==> config.mk <==
export PLATFORM = sky130hd
export DESIGN_NAME = tgi_blend
export DESIGN_NICKNAME = d
export VERILOG_FILES = /design/src/rtl/core/tgi_pkg.sv /design/src/rtl/core/tgi_blend.sv
export SDC_FILE = /design/constraint.sdc
export NUM_CORES = 2
export LEC_CHECK = 0
export BUFFER_PORTS_ARGS = -buffer_cell sky130_fd_sc_hd__buf_2
export CAP_MARGIN = 20
export CORE_ASPECT_RATIO = 0.75
export CORE_MARGIN = 3
export CORE_UTILIZATION = 55
export CTS_BUF_LIST = sky130_fd_sc_hd__clkbuf_4 sky130_fd_sc_hd__clkbuf_8 sky130_fd_sc_hd__clkbuf_16
export CTS_CLUSTER_SIZE = 8
export DETAILED_ROUTE_END_ITERATION = 16
export HOLD_SLACK_MARGIN = 0.03
export PLACE_DENSITY = 0.78
export SLEW_MARGIN = 20
export SYNTH_ARGS = -nofsm -noshare
export SYNTH_HDL_FRONTEND = slang
export SYNTH_SLANG_ARGS = --single-unit
==> constraint.sdc <==
create_clock -name i_clk -period 29.6 [get_ports i_clk]
set_input_delay 2.96 -clock i_clk [delete_from_list [all_inputs] [get_ports i_clk]]
set_output_delay 2.96 -clock i_clk [all_outputs]
set_load 0.02 [all_outputs]
==> src/rtl/core/tgi_pkg.sv <==
// Package: shared constants and types for the trilinear grid interpolator
package tgi_pkg;
    localparam int unsigned NX_DEF = 16;
    localparam int unsigned NY_DEF = 16;
    localparam int unsigned NZ_DEF = 16;
    localparam int unsigned TBL_AW = 12;
    localparam int unsigned TBL_DEPTH = 4096;
    localparam int unsigned VAL_W = 32;
    localparam int unsigned INV_W = 31;
    localparam int unsigned CFG_AW = 3;
    localparam int unsigned IDX_W = 8;
    localparam int unsigned FRAC_W = 17;

    localparam logic [CFG_AW-1:0] REG_X_ORG = 3'd0;
    localparam logic [CFG_AW-1:0] REG_Y_ORG = 3'd1;
    localparam logic [CFG_AW-1:0] REG_Z_ORG = 3'd2;
    localparam logic [CFG_AW-1:0] REG_X_INV = 3'd3;
    localparam logic [CFG_AW-1:0] REG_Y_INV = 3'd4;
    localparam logic [CFG_AW-1:0] REG_Z_INV = 3'd5;

    localparam logic OP_WRITE = 1'b0;
    localparam logic OP_QUERY = 1'b1;

    // one axis after locating: cell index and fraction (0..65536)
    typedef struct packed {
        logic [IDX_W-1:0]  idx;
        logic [FRAC_W-1:0] frac;
    } t_axis;
endpackage

==> src/rtl/core/tgi_blend.sv <==
// Blend unit: a + floor((b - a) * t / 65536), registered
module tgi_blend (
    input  logic               i_clk,
    input  logic signed [33:0] i_a,
    input  logic signed [33:0] i_b,
    input  logic [tgi_pkg::FRAC_W-1:0] i_t,
    output logic signed [33:0] o_y
);
    logic signed [52:0] w_v;
    logic signed [33:0] r_y;

    // arithmetic shift floors toward minus infinity
    assign w_v = 53'(35'(i_b) - 35'(i_a)) * $signed({1'b0, i_t});

    always_ff @(posedge i_clk) begin
        r_y <= i_a + 34'(w_v >>> 16);
    end

    assign o_y = r_y;
endmodule

==> run metrics <==
outcome finished clean; Final ANT Viol Nets 0; CP arrival between 15,000 and 20,000 ps; row count 65; die height approximately 190 um; Startpoint Class input pin; Seq cells post-synth 34; Setup violations, final 0; Main synth FF type dfxtp_1; clock-pin slew on the worst setup and hold paths 80 ps; initial antenna violation count 0; slowest stage delay, CP 940 ps; post-cts sizing count 0; Mapped Nets 3,682; postcts setup bufs 0; CP max FO 17; worst hold-check path type input pin to flop; drt total wl 65.08 mm; DIE AREA 46,640 um2; synth warn 0; pin count of the biggest net entering global routing 39; critical path's top delay family compound AO/OA/AOI/OAI gates; CP Buf/Inv Count 6; RSZ-0062 raised after global routing no; Overflow after GRT 0; final net count 3,723; TNS Setup 0 ps; syn_area_per_cell 8.446 um2; TritonCTS Buffers 5; worst-margin pin slew approximately 1100 ps; WP data required 29,820 ps; die extent in x 248.4 um; Critical Path End Type flop; IO Pins between 100 and 150; WL per Instance 18.70 um; DRC viols 0; EDFF count, synth 0; Starting Density 56.65%; Period Utilization, post-route 50.56%; Async SR Flop Fraction 0%; drt pass-1 iters 5; fraction of layout cells with a size suffix above 1 6.767%; gr usage total between 20% and 30%; CTS tree done; FMAX 66.82 MHz; Layout area overhead 5.530%; crit path kind input pin to flop; Slew HR between 20% and 30%; Via density 5.586; GPL Wtd Cong 0.9603; distinct cell type count after synthesis 64; Fillers 3,695; buffers added on ports roughly 120; number of max-cap violations 0; 1st-iter DRT viols 1,578; vias in the first global route about 21,000; max FFs per register 34; mapped cell area 24,230 um2; hpwl dp 51.78 mm; core area 42,780 um2; Worst path slowest cell o31ai_1; commonest non-fill, non-tap cell in the layout inv_1; buffer depth of the longest clock path 2; commonest non-fill, non-tap cells in the layout inv_1, fa_1, nand2_1, and2_1, ha_1; Root Buffer clkbuf_16; Cells after Synth 2,869; # H-tree levels 2; Post-CTS Hold Buffers 0; post-route minimum period 14,970 ps; Fin. Hold Viols 0; ant diodes 0; clock sinks 34; first-pass GRT wire length 107.1 mm; Slew Viols, Final 0; post-synthesis sequential area ratio 2.809%; vias 19,440
area by class of cell:
class	count	area, um2	share of cell area [%]
clock buffers	5	125.1	0.4893
inverters	742	2785	10.89
multi-input cells	1968	20350	79.59
well taps	569	711.9	2.784
clock inverters	3	21.27	0.08318
flip-flops and latches	34	680.7	2.662
repair buffers	159	895.9	3.503
synthesized netlist by cell type, types with 8 or more instances:
library cell | instances | area, um2
nand4_1 | 20 | 125.1
and3_1 | 13 | 81.33
clkbuf_1 | 112 | 420.4
nor3_1 | 25 | 125.1
a21o_1 | 31 | 232.7
nand2b_1 | 16 | 100.1
o21bai_1 | 14 | 105.1
nand2_1 | 347 | 1303
dfxtp_1 | 34 | 680.7
o211ai_1 | 10 | 75.07
and2_1 | 245 | 1533
a21oi_1 | 90 | 450.4
xor2_1 | 24 | 210.2
nor2_1 | 61 | 229.0
o2111ai_1 | 10 | 87.58
fa_1 | 546 | 10930
xnor2_1 | 70 | 613.1
nand3_1 | 44 | 220.2
o21a_1 | 16 | 120.1
a31oi_1 | 16 | 100.1
o2111a_1 | 8 | 90.09
inv_1 | 740 | 2778
o21ai_0 | 49 | 245.2
ha_1 | 181 | 2265
nor2b_1 | 51 | 319.1
cells by family (layout without fill, tap and decap cells):
kind of cell	Yosys count	count (layout)	share of synthesized area [%]
xor+xnor	97	97	3.656
compound gates	297	297	8.107
simple gates	847	847	17.41
flops	34	34	2.809
fa+ha+maj	727	727	54.45
buf+inv	867	909	13.56
final timing paths:
kind	from	to	slack [ps]	cells after the start
setup / recovery	i_a[1]	o_y[33]	14630	44
hold / removal	i_a[0]	o_y[0]	2880	2
metrics by stage:
step / hold WS [ps] / setup WS (ps) / instance area (um2) / std cells / util [%]
floorplan: 3090 / 16840 / 24230 / 2869 / -
global placement: 3202 / 15020 / 25420 / 3472 / 59.43
detailed placement: 3212 / 14640 / 25420 / 3472 / 59.43
CTS: 2861 / 14980 / 25570 / 3480 / 59.77
global route: 2872 / 14190 / 25570 / 3480 / 59.78
finish: 2876 / 14630 / 25570 / 3480 / 59.78
per-layer routing:
layer | up-vias | GRT usage [%] | wire length [um]
li1 | 8615 | - | -
met1 | 9689 | 39.43 | 26070
met2 | 975 | 47.27 | 30220
met3 | 160 | 6.133 | 6611
met4 | 0 | 9.790 | 2175
met5 | - | 0 | 0
Power is not shown: default switching activity piles up to over one toggle a cycle in this logic, so the estimate is an artifact.
